**config.mk**
```make
export PLATFORM = sky130hd
export DESIGN_NAME = key_value_line_parser_flat
export DESIGN_NICKNAME = d
export VERILOG_FILES = /design/src/hw/rtl/kvlp_pkg.sv /design/src/hw/rtl/kvlp_ifs.sv /design/src/hw/rtl/key_value_line_parser.sv /design/src/flat_wrapper.sv
export SDC_FILE = /design/constraint.sdc
export NUM_CORES = 1
export LEC_CHECK = 0
export ABC_AREA = 1
export BUFFER_PORTS_ARGS = -buffer_cell sky130_fd_sc_hd__clkbuf_2
export CORE_MARGIN = 3
export CORE_UTILIZATION = 50
export CTS_CLUSTER_DIAMETER = 40
export DETAILED_ROUTE_END_ITERATION = 8
export GPL_TIMING_DRIVEN = 0
export PLACE_DENSITY = 0.75
export SLEW_MARGIN = 20
export SYNTH_ARGS = -nofsm -noshare
export SYNTH_HDL_FRONTEND = slang
export SYNTH_SLANG_ARGS = --single-unit
```
**constraint.sdc**
```tcl
create_clock -name clk -period 4.92 [get_ports clk]
set_clock_uncertainty 0.2 [all_clocks]
set_input_delay 0.738 -clock clk [delete_from_list [all_inputs] [get_ports clk]]
set_output_delay 0.738 -clock clk [all_outputs]
set_load 0.02 [all_outputs]
```
**src/hw/rtl/kvlp_pkg.sv**
```systemverilog
// Shared constants and helpers for the key/value line parser.
package kvlp_pkg;

	typedef logic [1:0] kind_t;

	localparam kind_t KindValue = 2'd0;
	localparam kind_t KindEmpty = 2'd1;
	localparam kind_t KindEnd   = 2'd2;

	localparam logic [7:0] CharLf    = 8'd10;
	localparam logic [7:0] CharNul   = 8'd0;
	localparam logic [7:0] CharSpace = 8'd32;
	localparam logic [6:0] CharHash  = 7'h23;
	localparam logic [6:0] CharEq    = 7'h3d;
	localparam logic [6:0] CharColon = 7'h3a;
	localparam logic [6:0] CharSq    = 7'h27;
	localparam logic [6:0] CharDq    = 7'h22;

	localparam int MaxOut = 32;
	localparam logic [9:0] MaxEntriesReset = 10'd100;

	function automatic logic is_quote(input logic [6:0] c);
		is_quote = (c == CharSq) || (c == CharDq);
	endfunction

endpackage

```
**src/hw/rtl/kvlp_ifs.sv**
```systemverilog
// Valid/ready channel interfaces for text bytes and parsed items.
interface kvlp_in_if import kvlp_pkg::*; ();
	logic       valid;
	logic       ready;
	logic [7:0] text_byte;
	modport source(output valid, output text_byte, input ready);
	modport sink(input valid, input text_byte, output ready);
endinterface

interface kvlp_out_if import kvlp_pkg::*; ();
	logic               valid;
	logic               ready;
	kind_t              item_kind;
	logic [6:0]         value_byte;
	logic signed [31:0] key_hash;
	logic [9:0]         entry_index;
	logic               last_of_run;
	modport source(output valid, output item_kind, output value_byte, output key_hash,
		output entry_index, output last_of_run, input ready);
	modport sink(input valid, input item_kind, input value_byte, input key_hash,
		input entry_index, input last_of_run, output ready);
endinterface

```
**src/hw/rtl/key_value_line_parser.sv**
```systemverilog
// Key/value line parser: buffers a text row, then splits, hashes and emits entries.
// Usage: an ordinary text byte is taken while the parser is idle. A line feed or
// zero byte closes the row; if the row holds '=' or ':', it starts a sequencer that
// walks the row store through its single read port, one position per cycle unless
// the output stalls: comment check, key trim, key hash (h*31+c by shift and
// subtract), value trim, quote check, then emission of the value items, during
// which text.ready is low. A finished item waits in the output register.
module key_value_line_parser import kvlp_pkg::*; #(
	parameter int ROW_BYTES = 32
) (
	input  logic        clk,
	input  logic        arst_n,
	input  logic        cfg_we,
	input  logic [9:0]  cfg_wdata,
	kvlp_in_if.sink     text,
	kvlp_out_if.source  result
);

	localparam int AW = (ROW_BYTES > 1) ? $clog2(ROW_BYTES) : 1;
	localparam int CW = $clog2(ROW_BYTES + 1);
	localparam logic [CW-1:0] RowMax = CW'(ROW_BYTES);
	localparam logic [5:0] EmitCap = 6'(MaxOut - 2);

	localparam logic [3:0] S_IDLE  = 4'd0;
	localparam logic [3:0] S_HCHK  = 4'd1;
	localparam logic [3:0] S_KS    = 4'd2;
	localparam logic [3:0] S_KE    = 4'd3;
	localparam logic [3:0] S_HASH  = 4'd4;
	localparam logic [3:0] S_VS    = 4'd5;
	localparam logic [3:0] S_VE    = 4'd6;
	localparam logic [3:0] S_QA    = 4'd7;
	localparam logic [3:0] S_QB    = 4'd8;
	localparam logic [3:0] S_EMIT  = 4'd9;
	localparam logic [3:0] S_EMPTY = 4'd10;
	localparam logic [3:0] S_INC   = 4'd11;
	localparam logic [3:0] S_TAIL  = 4'd12;

	logic [6:0] mem [ROW_BYTES];
	logic [6:0] rdata_q;

	logic [3:0]    state_q, state_d;
	logic [CW-1:0] ptr_q, ptr_d;
	logic [CW-1:0] len_q, eq_pos_q, col_pos_q;
	logic          eq_seen_q, col_seen_q;
	logic [CW-1:0] len_w_q, split_q, ks_q, ke_q, vs_q, ve_q;
	logic          zero_q, entry_q, first_quote_q, stopped_q;
	logic [9:0]    cnt_q, max_q;
	logic [31:0]   hash_q;
	logic [5:0]    n_q;

	logic          out_valid_q;
	kind_t         kind_q;
	logic [6:0]    value_q;
	logic [31:0]   out_hash_q;
	logic [9:0]    idx_q;
	logic          last_q;

	logic          in_acc, is_close, is_keep, out_free, out_load;
	kind_t         ld_kind;
	logic          ld_last;
	logic          blank, ks_more, ke_more, vs_more, ve_more, hash_last, emit_last;
	logic          strip;
	logic [CW-1:0] span, vs_n, ve_n;
	logic [9:0]    cnt_inc, m_eff;
	logic          end_after, need_end, row_ok;
	logic [6:0]    b7;

	assign text.ready         = (state_q == S_IDLE);
	assign in_acc             = text.valid && text.ready;
	assign is_close           = (text.text_byte == CharLf) || (text.text_byte == CharNul);
	assign b7                 = text.text_byte[6:0];
	assign is_keep            = !text.text_byte[7] && (text.text_byte >= CharSpace)
		&& (len_q < RowMax);
	assign row_ok             = (eq_seen_q || col_seen_q) && (len_q != '0);

	assign result.valid       = out_valid_q;
	assign result.item_kind   = kind_q;
	assign result.value_byte  = value_q;
	assign result.key_hash    = out_hash_q;
	assign result.entry_index = idx_q;
	assign result.last_of_run = last_q;
	assign out_free           = !out_valid_q || result.ready;

	assign blank     = (rdata_q <= 7'd32);
	assign ks_more   = (ptr_q < split_q) && blank;
	assign ke_more   = (ke_q > ks_q) && blank;
	assign vs_more   = (ptr_q < len_w_q) && blank;
	assign ve_more   = (ve_q > vs_q) && blank;
	assign hash_last = (ptr_q == ke_q - 1'b1);
	assign emit_last = (ptr_q == ve_q - 1'b1) || (n_q == EmitCap);
	assign strip     = first_quote_q && is_quote(rdata_q);
	assign span      = ve_q - vs_q;
	assign vs_n      = strip ? ((span >= CW'(2)) ? vs_q + 1'b1 : ve_q) : vs_q;
	assign ve_n      = (strip && (span >= CW'(2))) ? ve_q - 1'b1 : ve_q;
	assign cnt_inc   = cnt_q + 10'd1;
	assign m_eff     = (max_q == '0) ? 10'd1 : max_q;
	assign end_after = zero_q || (cnt_inc >= m_eff);
	assign need_end  = zero_q || (entry_q && (cnt_q >= m_eff));

	always_comb begin
		state_d  = state_q;
		ptr_d    = ptr_q;
		out_load = 1'b0;
		ld_kind  = KindValue;
		ld_last  = 1'b0;
		unique case (state_q)
			S_IDLE: begin
				if (in_acc && !stopped_q && is_close) begin
					if (row_ok) begin
						state_d = S_HCHK;
						ptr_d   = '0;
					end else begin
						state_d = S_TAIL;
					end
				end
			end
			S_HCHK: state_d = (rdata_q == CharHash) ? S_TAIL : S_KS;
			S_KS: begin
				if (ks_more) begin
					ptr_d = ptr_q + 1'b1;
				end else begin
					state_d = S_KE;
					ptr_d   = split_q - 1'b1;
				end
			end
			S_KE: begin
				if (ke_more) begin
					ptr_d = ptr_q - 1'b1;
				end else if (ke_q == ks_q) begin
					state_d = S_TAIL;
				end else begin
					state_d = S_HASH;
					ptr_d   = ks_q;
				end
			end
			S_HASH: begin
				if (hash_last) begin
					state_d = S_VS;
					ptr_d   = split_q + 1'b1;
				end else begin
					ptr_d = ptr_q + 1'b1;
				end
			end
			S_VS: begin
				if (vs_more) begin
					ptr_d = ptr_q + 1'b1;
				end else begin
					state_d = S_VE;
					ptr_d   = len_w_q - 1'b1;
				end
			end
			S_VE: begin
				if (ve_more) begin
					ptr_d = ptr_q - 1'b1;
				end else if (ve_q > vs_q) begin
					state_d = S_QA;
					ptr_d   = vs_q;
				end else begin
					state_d = S_EMPTY;
				end
			end
			S_QA: begin
				state_d = S_QB;
				ptr_d   = ve_q - 1'b1;
			end
			S_QB: begin
				if (vs_n == ve_n) begin
					state_d = S_EMPTY;
				end else begin
					state_d = S_EMIT;
					ptr_d   = vs_n;
				end
			end
			S_EMIT: begin
				if (out_free) begin
					out_load = 1'b1;
					ld_kind  = KindValue;
					ld_last  = emit_last && !end_after;
					if (emit_last) begin
						state_d = S_INC;
					end else begin
						ptr_d = ptr_q + 1'b1;
					end
				end
			end
			S_EMPTY: begin
				if (out_free) begin
					out_load = 1'b1;
					ld_kind  = KindEmpty;
					ld_last  = !end_after;
					state_d  = S_INC;
				end
			end
			S_INC: state_d = S_TAIL;
			S_TAIL: begin
				if (!need_end) begin
					state_d = S_IDLE;
				end else if (out_free) begin
					out_load = 1'b1;
					ld_kind  = KindEnd;
					ld_last  = 1'b1;
					state_d  = S_IDLE;
				end
			end
			default: state_d = S_IDLE;
		endcase
	end

	// row store: one write port, one registered read port
	always_ff @(posedge clk) begin
		if (in_acc && !stopped_q && !is_close && is_keep) begin
			mem[len_q[AW-1:0]] <= b7;
		end
		rdata_q <= mem[ptr_d[AW-1:0]];
	end

	always_ff @(posedge clk or negedge arst_n) begin
		if (!arst_n) begin
			state_q     <= S_IDLE;
			ptr_q       <= '0;
			len_q       <= '0;
			eq_pos_q    <= '0;
			col_pos_q   <= '0;
			eq_seen_q   <= 1'b0;
			col_seen_q  <= 1'b0;
			cnt_q       <= '0;
			stopped_q   <= 1'b0;
			max_q       <= MaxEntriesReset;
			zero_q      <= 1'b0;
			entry_q     <= 1'b0;
			out_valid_q <= 1'b0;
		end else begin
			state_q <= state_d;
			ptr_q   <= ptr_d;
			if (cfg_we) begin
				max_q <= cfg_wdata;
			end
			if (result.ready) begin
				out_valid_q <= 1'b0;
			end
			if (out_load) begin
				out_valid_q <= 1'b1;
			end
			unique case (state_q)
				S_IDLE: begin
					if (in_acc) begin
						if (stopped_q) begin
							if (text.text_byte == CharNul) begin
								len_q      <= '0;
								eq_seen_q  <= 1'b0;
								col_seen_q <= 1'b0;
								cnt_q      <= '0;
								stopped_q  <= 1'b0;
							end
						end else if (is_close) begin
							zero_q     <= (text.text_byte == CharNul);
							entry_q    <= 1'b0;
							len_q      <= '0;
							eq_seen_q  <= 1'b0;
							col_seen_q <= 1'b0;
						end else if (is_keep) begin
							len_q <= len_q + 1'b1;
							if (b7 == CharEq) begin
								eq_pos_q  <= len_q;
								eq_seen_q <= 1'b1;
							end
							if (b7 == CharColon) begin
								col_pos_q  <= len_q;
								col_seen_q <= 1'b1;
							end
						end
					end
				end
				S_INC: begin
					cnt_q   <= cnt_inc;
					entry_q <= 1'b1;
				end
				S_TAIL: begin
					if (out_load) begin
						if (zero_q) begin
							cnt_q     <= '0;
							stopped_q <= 1'b0;
						end else begin
							stopped_q <= 1'b1;
						end
					end
				end
				default: ;
			endcase
		end
	end

	// datapath registers of the row walk
	always_ff @(posedge clk) begin
		case (state_q)
			S_IDLE: begin
				len_w_q <= len_q;
				split_q <= eq_seen_q ? eq_pos_q : col_pos_q;
			end
			S_KS: begin
				if (!ks_more) begin
					ks_q <= ptr_q;
					ke_q <= split_q;
				end
			end
			S_KE: begin
				if (ke_more) begin
					ke_q <= ke_q - 1'b1;
				end
				hash_q <= '0;
			end
			S_HASH: hash_q <= (hash_q << 5) - hash_q + {25'd0, rdata_q};
			S_VS: begin
				if (!vs_more) begin
					vs_q <= ptr_q;
					ve_q <= len_w_q;
				end
			end
			S_VE: begin
				if (ve_more) begin
					ve_q <= ve_q - 1'b1;
				end
			end
			S_QA: first_quote_q <= is_quote(rdata_q);
			S_QB: begin
				vs_q <= vs_n;
				ve_q <= ve_n;
				n_q  <= '0;
			end
			S_EMIT: begin
				if (out_free) begin
					n_q <= n_q + 1'b1;
				end
			end
			default: ;
		endcase
		if (out_load) begin
			kind_q     <= ld_kind;
			last_q     <= ld_last;
			value_q    <= (ld_kind == KindValue) ? rdata_q : 7'd0;
			out_hash_q <= (ld_kind == KindEnd) ? 32'd0 : hash_q;
			idx_q      <= cnt_q;
		end
	end

endmodule
```
**src/flat_wrapper.sv**
```systemverilog
// flat-port wrapper written by rule: the top's interface ports become plain ports
module key_value_line_parser_flat import kvlp_pkg::*;
#(
	parameter int ROW_BYTES = 32
)
  (clk, arst_n, cfg_we, cfg_wdata, text_valid, text_text_byte, text_ready, result_valid, result_item_kind, result_value_byte, result_key_hash, result_entry_index, result_last_of_run, result_ready);
  kvlp_in_if text_i ();
  kvlp_out_if result_i ();
  input  logic clk;
  input  logic arst_n;
  input  logic cfg_we;
  input  logic [9:0] cfg_wdata;
  input wire logic [$bits(text_i.valid)-1:0] text_valid;
  input wire logic [$bits(text_i.text_byte)-1:0] text_text_byte;
  output wire logic [$bits(text_i.ready)-1:0] text_ready;
  output wire logic [$bits(result_i.valid)-1:0] result_valid;
  output wire logic [$bits(result_i.item_kind)-1:0] result_item_kind;
  output wire logic [$bits(result_i.value_byte)-1:0] result_value_byte;
  output wire logic [$bits(result_i.key_hash)-1:0] result_key_hash;
  output wire logic [$bits(result_i.entry_index)-1:0] result_entry_index;
  output wire logic [$bits(result_i.last_of_run)-1:0] result_last_of_run;
  input wire logic [$bits(result_i.ready)-1:0] result_ready;
  assign text_i.valid = text_valid;
  assign text_i.text_byte = text_text_byte;
  assign text_ready = text_i.ready;
  assign result_valid = result_i.valid;
  assign result_item_kind = result_i.item_kind;
  assign result_value_byte = result_i.value_byte;
  assign result_key_hash = result_i.key_hash;
  assign result_entry_index = result_i.entry_index;
  assign result_last_of_run = result_i.last_of_run;
  assign result_i.ready = result_ready;
  key_value_line_parser #(.ROW_BYTES(ROW_BYTES)) u_core (.clk(clk), .arst_n(arst_n), .cfg_we(cfg_we), .cfg_wdata(cfg_wdata), .text(text_i), .result(result_i));
endmodule
```
**Word-level counts from Yosys, hierarchy flattened**

Memories as Yosys holds them, arrays and structs flattened. A register that Yosys moved wholly into a read port is not among the register bits.
Index checks and enable logic that the tools add are counted.

- RAM bits: 224
- Input bits: 23
- Memories kept: 1
- Output and inout bits: 54
- Logic and storage cells: 257
- Register bits after elaboration: 181

- Equality and inequality tests: 49
- Reductions and logical operators: 63
- Mux-type cells: 89
- $lt $le $gt $ge: 10
- Bitwise gates (word level): 3
- Add/subtract/negate cells: 14

Memories:

| memory | depth | width | rd ports | clocked after memory_dff | write ports | line | source |
|---|---|---|---|---|---|---|---|
| u_core.mem | 32 | 7 | 1 | 1 | 1 | key_value_line_parser.sv:38 | `logic [6:0] mem [ROW_BYTES];` |

Operators by type and width:

| operator | number |
|---|---|
| 6-bit 2-to-1 mux | 26 |
| 32-bit one-hot mux with 2 select lines | 1 |
| 10-bit 2-to-1 mux | 6 |
| 4-bit 2-to-1 mux | 15 |
| 6-bit one-hot mux with 9 select lines | 1 |
| 4-bit one-hot mux with 13 select lines | 1 |
| 6-bit one-hot mux with 2 select lines | 3 |
| 7-bit by 6-bit equality test with 1-bit output, second input constant | 5 |
| 32-bit by 7-bit adder with 32-bit output | 1 |
| 32-bit subtractor | 1 |
| 6-bit by 1-bit adder with 6-bit output, second input constant | 5 |
| 10-bit one-hot mux with 3 select lines | 1 |
| 6-bit by 1-bit subtractor with 6-bit output, second input constant | 5 |
| 2-bit != test, second input constant | 14 |
| 1-bit 2-to-1 mux | 26 |
| 6-bit equality test | 4 |
| 4-bit equality test, second input constant | 5 |
| 10-bit >= comparator | 2 |
| 6-bit one-hot mux with 3 select lines | 1 |
| 6-bit AND reduction | 3 |
| 4-bit by 3-bit equality test with 1-bit output, second input constant | 4 |
| 1-bit logical AND | 16 |
| 2-bit by 1-bit != test with 1-bit output, second input constant | 8 |
| 3-bit nonzero test | 5 |
| 36 further kinds | 69 |

**Depth between registers and ports, before layout**

- Depth after elaboration: 9
- Gate-level depth with buffers: 33
- Depth with buffers taken out: 31

**Worst setup path before layout**

Ideal clock, no wire load.

- Path kind: register to register
- Start: register u_core.max_q[9]
- End: register u_core.idx_q[0], in the netlist u_core.result.entry_index[0], enable pin
- Stages on the path, launching flop included: 20
- Setup slack: 0.721 ns
- Buffers on the path: 0
- Setup time: 0.411 ns
- Data required time: 4.309 ns
- Period minus slack after synthesis: 4.199 ns
- Data arrival time: 3.588 ns
- Cell sequence: dfrtp_1 -> inv_1 -> nand4_1 -> o31ai_1 -> ha_1 -> nand2_1 -> a21oi_1 -> o21ai_0 -> a21oi_1 -> o21bai_1 -> nand3_1 -> nand2_1 -> a21oi_1 -> nor2_1 -> o21ai_0 -> nand2_1 -> nand3_1 -> o21ai_1 -> inv_1 -> nand2_1

- Cells in the longest elaborated chain, start to end: 7

Ends and longest elaborated chain:

| item | line | source |
|---|---|---|
| from (decl) | key_value_line_parser.sv:47 | `logic [9:0] cnt_q, max_q;` |
| from (signal assigned) | key_value_line_parser.sv:228 | `max_q <= MaxEntriesReset;` |
| from (signal assigned) | key_value_line_parser.sv:236 | `max_q <= cfg_wdata;` |
| 10-bit zero test | key_value_line_parser.sv:96 | `assign m_eff = (max_q == '0) ? 10'd1 : max_q;` |
| 10-bit 2-to-1 mux (*) | key_value_line_parser.sv:96 |  |
| 10-bit >= comparator (*) | key_value_line_parser.sv:98 | `assign need_end = zero_q \|\| (entry_q && (cnt_q >= m_eff));` |
| 1-bit logical AND (*) | key_value_line_parser.sv:98 |  |
| 1-bit logical OR (*) | key_value_line_parser.sv:98 |  |
| 1-bit 2-to-1 mux (*) | key_value_line_parser.sv:196 | `if (!need_end) begin` |
| 1-bit one-hot mux with 2 select lines (*) | key_value_line_parser.sv:106 | `unique case (state_q)` |
| net u_core.out_load | key_value_line_parser.sv:58 | `logic in_acc, is_close, is_keep, out_free, out_load;` |
| to (signal assigned) | key_value_line_parser.sv:342 | `idx_q <= cnt_q;` |
| to (decl) | key_value_line_parser.sv:55 | `logic [9:0] idx_q;` |

Mark *: on every way through the listed nets, which the timed path passes. The rest lies on a longest branch.
A chain may end at the register's enable or synchronous reset.

**Worst setup path in the final report**

- Start: register u_core.ve_q[0]
- End: register u_core.rdata_q[2] (read register of u_core.mem)

- Cells in the longest elaborated chain, start to end: 7
- Elaborated cells on any way between the ends: 18
- Those cells by class: add/sub: 2; order compare: 2; eq/ne: 2; mux: 9; reduce/logical: 3

Ends and longest elaborated chain:

| item | line | source |
|---|---|---|
| from (decl) | key_value_line_parser.sv:45 | `logic [CW-1:0] len_w_q, split_q, ks_q, ke_q, vs_q, ve_q;` |
| from (signal assigned) | key_value_line_parser.sv:316 | `ve_q <= len_w_q;` |
| from (signal assigned) | key_value_line_parser.sv:321 | `ve_q <= ve_q - 1'b1;` |
| from (signal assigned) | key_value_line_parser.sv:327 | `ve_q <= ve_n;` |
| 6-bit subtractor | key_value_line_parser.sv:92 | `assign span = ve_q - vs_q;` |
| 6-bit by 2-bit >= comparator with 1-bit output | key_value_line_parser.sv:93, key_value_line_parser.sv:94 |  |
| 6-bit 2-to-1 mux / 1-bit logical AND (equally long branches) | key_value_line_parser.sv:93, key_value_line_parser.sv:94 |  |
| 6-bit 2-to-1 mux, on equally long branches | key_value_line_parser.sv:93, key_value_line_parser.sv:94 |  |
| 6-bit equality test | key_value_line_parser.sv:167 | `if (vs_n == ve_n) begin` |
| 6-bit 2-to-1 mux | key_value_line_parser.sv:167 |  |
| 6-bit one-hot mux with 9 select lines (*) | key_value_line_parser.sv:106 |  |
| to (decl) | key_value_line_parser.sv:39 | `logic [6:0] rdata_q;` |

Mark *: on every way between the ends. The rest lies on a longest branch, timed or not. The select of a mux whose other input is x is not followed.

==> results.txt <==
----------------------------------------------------
[Status]
  Run status ... finished clean

[Clock network]
  Count of clock tree sinks ... 412
  Clock transition at the registers of the reported paths ... 0.06 ns
  Number of levels in the clock H-tree ... 2
  Root Buffer ... sky130_fd_sc_hd__clkbuf_16
  Worst skew pair latency ... 0.62 ns
  Clock Path Buffers ... 3
  CTS Buf Count ... 59
  Clock tree from TritonCTS ... done

[Timing]
  Final hold violation count ... 0
  RSZ-0062 raised after global routing ... yes
  Peak clock frequency supported by timing ... 0.211 GHz
  Slew at the pin closest to its max-slew limit ... 1.04 ns
  Final worst-path setup slack ... 0.178 ns
  Slew Limit Fails ... 0
  Final critical-path required period ... 4.74 ns
  Portion of the clock cycle consumed by the worst path in the final layout ... 0.964
  Final Setup Violations ... 0
  Max-slew headroom ... 0.304

[Floorplan]
  Row Count ... 77
  Starting density of the core ... 0.510
  Overall die height ... 219 microns
  Die span in x ... 219 microns
  IO Pins ... 77
  Total Die Area ... 48000 sq um
  Core footprint ... 44500 sq um

[Synthesis]
  Post-synth ARST share ... 0.131
  Arithmetic-cell share of the synthesized area counting full adders, half adders and majority gates ... 0.0674
  Post-Synth XOR/XNOR Area ... 0.0166
  Synthesized instance count ... 2479
  Portion of the post-synthesis area used by sequential elements ... 0.530
  Syn Std Cell Area ... 22700 sq um
  Post-synthesis average cell area ... 9.16 sq um
  Number of register bits inferred by synthesis ... 412
  Area fraction in compound gates after synthesis ... 0.0713
  Multiplexer area fraction after synthesis ... 0
  Total number of yosys warnings ... 0
  Simple logic cell fraction of the synthesized area ... 0.223
  Post-synth EDFFs ... 351
  Flip-flop cell with the highest count after synthesis ... sky130_fd_sc_hd__edfxtp_1
  Dominant combinational cell family by area after synthesis ... simple AND/OR/NAND/NOR gates
  Post-synthesis cell type count ... 52
  Mapped Nets ... 2622

[Hold path]
  Hold depth ... 3
  Min-delay worst type ... in2reg
  Hold path start ... cfg_wdata[5]
  Endpoint of the worst hold path ... u_core.max_q[5]

[Placed design]
  Post-DP Area ... 23900 sq um
  Final weighted congestion in routability-driven placement ... 0.968
  Sum of net half-perimeters after detailed placement ... 43.5 mm
  DP Worst Slack ... -0.199 ns
  Placed cells ... 3148
  Count of buffers inserted at the top-level ports ... 75

[Final layout]
  Net count, final ... 2767
  Area of all placed cells without fillers ... 26100 sq um
  Layout-stage area growth over the synthesis result ... 14.9%
  Post-route insts no fill ... 3267
  Antenna diode count ... 0
  Share of final-layout standard cells stronger than drive strength 1 ... 0.102

[GRT]
  Antenna violations before repair ... 0
  Global-route congestion overflow total ... 0
  First-pass GRT wire length ... 93.7 mm
  Global-route usage over all layers ... 0.251
  Via count of the first global-routing pass ... 17500
  Maximum number of pins on one net before global-route repair ... 48

[Drt]
  DR DRC count ... 0
  Drt via density ... 5.53
  Count of nets left with antenna violations after detail routing ... 0
  Wirelength per Cell ... 18.5 microns
  Number of iterations in the first detailed-routing pass ... 5
  Number of DRC violations after detailed-routing iteration 0 ... 1713
  Via count ... 18100
  Routed wire length ... 60.4 mm

[Setup path]
  Startpoint class of the critical path ... register
  Crit Reg-Reg Endpoint ... u_core.rdata_q[2]
  Highest net fanout along the worst path ... 10
  Startpoint of the worst register-to-register path ... u_core.ve_q[0]
  Data arrival at the endpoint of the critical path ... 5.03 ns
  Required time reported for the critical path endpoint ... 5.21 ns
  R2R Setup Slk ... 0.18 ns
  Stage delay of the slowest cell on the critical path ... 0.48 ns
  R2R cell count ... 30
  Slowest library cell on the worst path ... sky130_fd_sc_hd__edfxtp_1
  Cell type with the highest occurrence count on the critical path ... sky130_fd_sc_hd__nand2_1
  Nature of the critical path endpoint ... register
  Critical path class ... reg2reg

[Job]
  Reported max-cap violation count ... 0

----------------------------------------------------
==> metal layers <==
layer / up-vias / GRT usage / routed length, microns
li1: 8643 / - / -
met1: 8543 / 0.328 / 25000
met2: 723 / 0.420 / 28900
met3: 157 / 0.0400 / 4220
met4: 0 / 0.100 / 2310
met5: - / 0 / 0
==> state kept, by name, summed over array words and instances (netlist names), 7 cells and up <==
| name | count |
|---|---|
| u_core.result.value_byte | 7 |
| u_core.result.key_hash | 32 |
| u_core.result.entry_index | 10 |
| u_core.hash_q | 32 |
| u_core.mem | 224 |
| u_core.max_q | 10 |
| u_core.cnt_q | 10 |
| u_core.rdata_q | 7 |
==> synth_stat cells, types with 2 or more instances <==
| master | instances | area [sq um] |
|---|---|---|
| sky130_fd_sc_hd__nand2_1 | 492 | 1850 |
| sky130_fd_sc_hd__inv_1 | 412 | 1550 |
| sky130_fd_sc_hd__edfxtp_1 | 351 | 10500 |
| sky130_fd_sc_hd__nand3_1 | 336 | 1680 |
| sky130_fd_sc_hd__nor2_1 | 149 | 559 |
| sky130_fd_sc_hd__ha_1 | 116 | 1450 |
| sky130_fd_sc_hd__o21ai_0 | 101 | 505 |
| sky130_fd_sc_hd__a21oi_1 | 98 | 490 |
| sky130_fd_sc_hd__nand3b_1 | 73 | 548 |
| sky130_fd_sc_hd__dfrtp_1 | 51 | 1280 |
| sky130_fd_sc_hd__clkbuf_1 | 37 | 139 |
| sky130_fd_sc_hd__xor2_1 | 36 | 315 |
| sky130_fd_sc_hd__nor3_1 | 22 | 110 |
| sky130_fd_sc_hd__buf_2 | 20 | 100 |
| sky130_fd_sc_hd__nand4_1 | 20 | 125 |
| sky130_fd_sc_hd__buf_6 | 17 | 191 |
| sky130_fd_sc_hd__o21a_1 | 17 | 128 |
| sky130_fd_sc_hd__o22ai_1 | 12 | 75.1 |
| sky130_fd_sc_hd__o211ai_1 | 9 | 67.6 |
| sky130_fd_sc_hd__inv_2 | 8 | 30.0 |
| sky130_fd_sc_hd__dfxtp_1 | 7 | 140 |
| sky130_fd_sc_hd__o221ai_1 | 7 | 61.3 |
| sky130_fd_sc_hd__xnor2_1 | 7 | 61.3 |
| sky130_fd_sc_hd__buf_4 | 6 | 45.0 |
| sky130_fd_sc_hd__clkinv_1 | 6 | 22.5 |
| sky130_fd_sc_hd__o21bai_1 | 6 | 45.0 |
| sky130_fd_sc_hd__o21ai_1 | 5 | 25.0 |
| sky130_fd_sc_hd__o31ai_1 | 5 | 37.5 |
| sky130_fd_sc_hd__or2_2 | 5 | 31.3 |
| sky130_fd_sc_hd__fa_1 | 4 | 80.1 |
| sky130_fd_sc_hd__nand2_2 | 4 | 25.0 |
| sky130_fd_sc_hd__nor4_1 | 4 | 25.0 |
| sky130_fd_sc_hd__a2111oi_0 | 3 | 26.3 |
| sky130_fd_sc_hd__a21boi_0 | 3 | 22.5 |
| sky130_fd_sc_hd__a31oi_1 | 3 | 18.8 |
| sky130_fd_sc_hd__dfstp_2 | 3 | 78.8 |
| sky130_fd_sc_hd__nand3_2 | 3 | 30.0 |
| sky130_fd_sc_hd__nor2_4 | 3 | 33.8 |
| sky130_fd_sc_hd__a211oi_1 | 2 | 15.0 |
| sky130_fd_sc_hd__a21o_1 | 2 | 15.0 |
| sky130_fd_sc_hd__a22o_1 | 2 | 17.5 |
| sky130_fd_sc_hd__nor3b_1 | 2 | 15.0 |
==> cell families (layout without fill, tap and decap cells) <==
| group | Yosys count | after routing |
|---|---|---|
| xor gates and xnor gates | 43 | 43 |
| buffers and inverters | 506 | 702 |
| DFF | 412 | 412 |
| adders and majority gates | 120 | 120 |
| and+or+nand+nor | 1116 | 1116 |
| AOI/OAI and AO/OA | 282 | 282 |
==> worst max path at each step <==
| stage | start | endpoint | slack, ns | depth (start not counted) |
|---|---|---|---|---|
| 2_1_floorplan | u_core.max_q[9] | u_core.result.entry_index[0] | 0.72 | 19 |
| 4_1_cts | u_core.ve_q[0] | u_core.rdata_q[0] | 0.04 | 28 |
| 3_3_place_gp | u_core.max_q[9] | u_core.result.key_hash[14] | -0.57 | 19 |
| 5_1_grt | u_core.ve_q[0] | u_core.rdata_q[1] | -0.03 | 31 |
| 3_5_place_dp | u_core.ve_q[0] | u_core.rdata_q[5] | -0.20 | 26 |
| 6_report | u_core.ve_q[0] | u_core.rdata_q[2] | 0.18 | 30 |
==> through the flow <==
step | utilization | hold slack, ns | TNS, ns
final | 0.586 | 0.131 | 0
after global routing | 0.586 | 0.127 | -0.0788
after CTS | 0.584 | 0.110 | 0
after detailed placement | 0.536 | 0.273 | -1.12
after global placement | 0.535 | 0.252 | -30.28
after floorplan | - | 0.236 | 0
==> cells in the final DEF, fill, tap and decap left out, drive strengths merged, types with 4 or more instances in the layout <==
cell type    n
fa           4
dfxtp        7
a21oi      100
xnor2        7
nand2      497
buf         48
clkinvlp     5
o21ai      106
nor3        22
o21bai       6
o211ai       9
xor2        36
nand3      339
o221ai       7
o21a        17
or2          5
bufinv       5
clkinv      32
ha         116
clkbuf     179
nand4       20
o31ai        5
nand3b      73
nor4         5
inv        432
nor2       153
o22ai       12
edfxtp     351
dfrtp       51
==> worst max-delay path: cells and delay by family (launching register included) <==
family	cells	cell delay [ns]
DFF	1	0.48
buffers and inverters	5	0.74
and+or+nand+nor	23	2.62
adders and majority gates	2	0.54
==> cell type report <==
type	instances	area (sq um)
Sequential cell	412	12000
Fill cell	3777	18400
Clock inverter	48	539
Buffer	80	507
Tap cell	592	741
Inverter	426	1600
Multi-Input combinational cell	1561	8640
Clock buffer	64	1530
Timing Repair Buffer	84	493
==> repair_timing <==
item                       4_1_cts  5_1_grt
pin swaps                        2        2
cloned                           0        0
hold buffers                     1        0
setup endpoints to repair        7       65
resized for setup                4       21
hold endpoints to repair        19        0
buffers inserted                 3        3
Power is left out: the tool's default activity adds up to more than one toggle a clock period on the data nets, which glitch-free logic cannot reach.
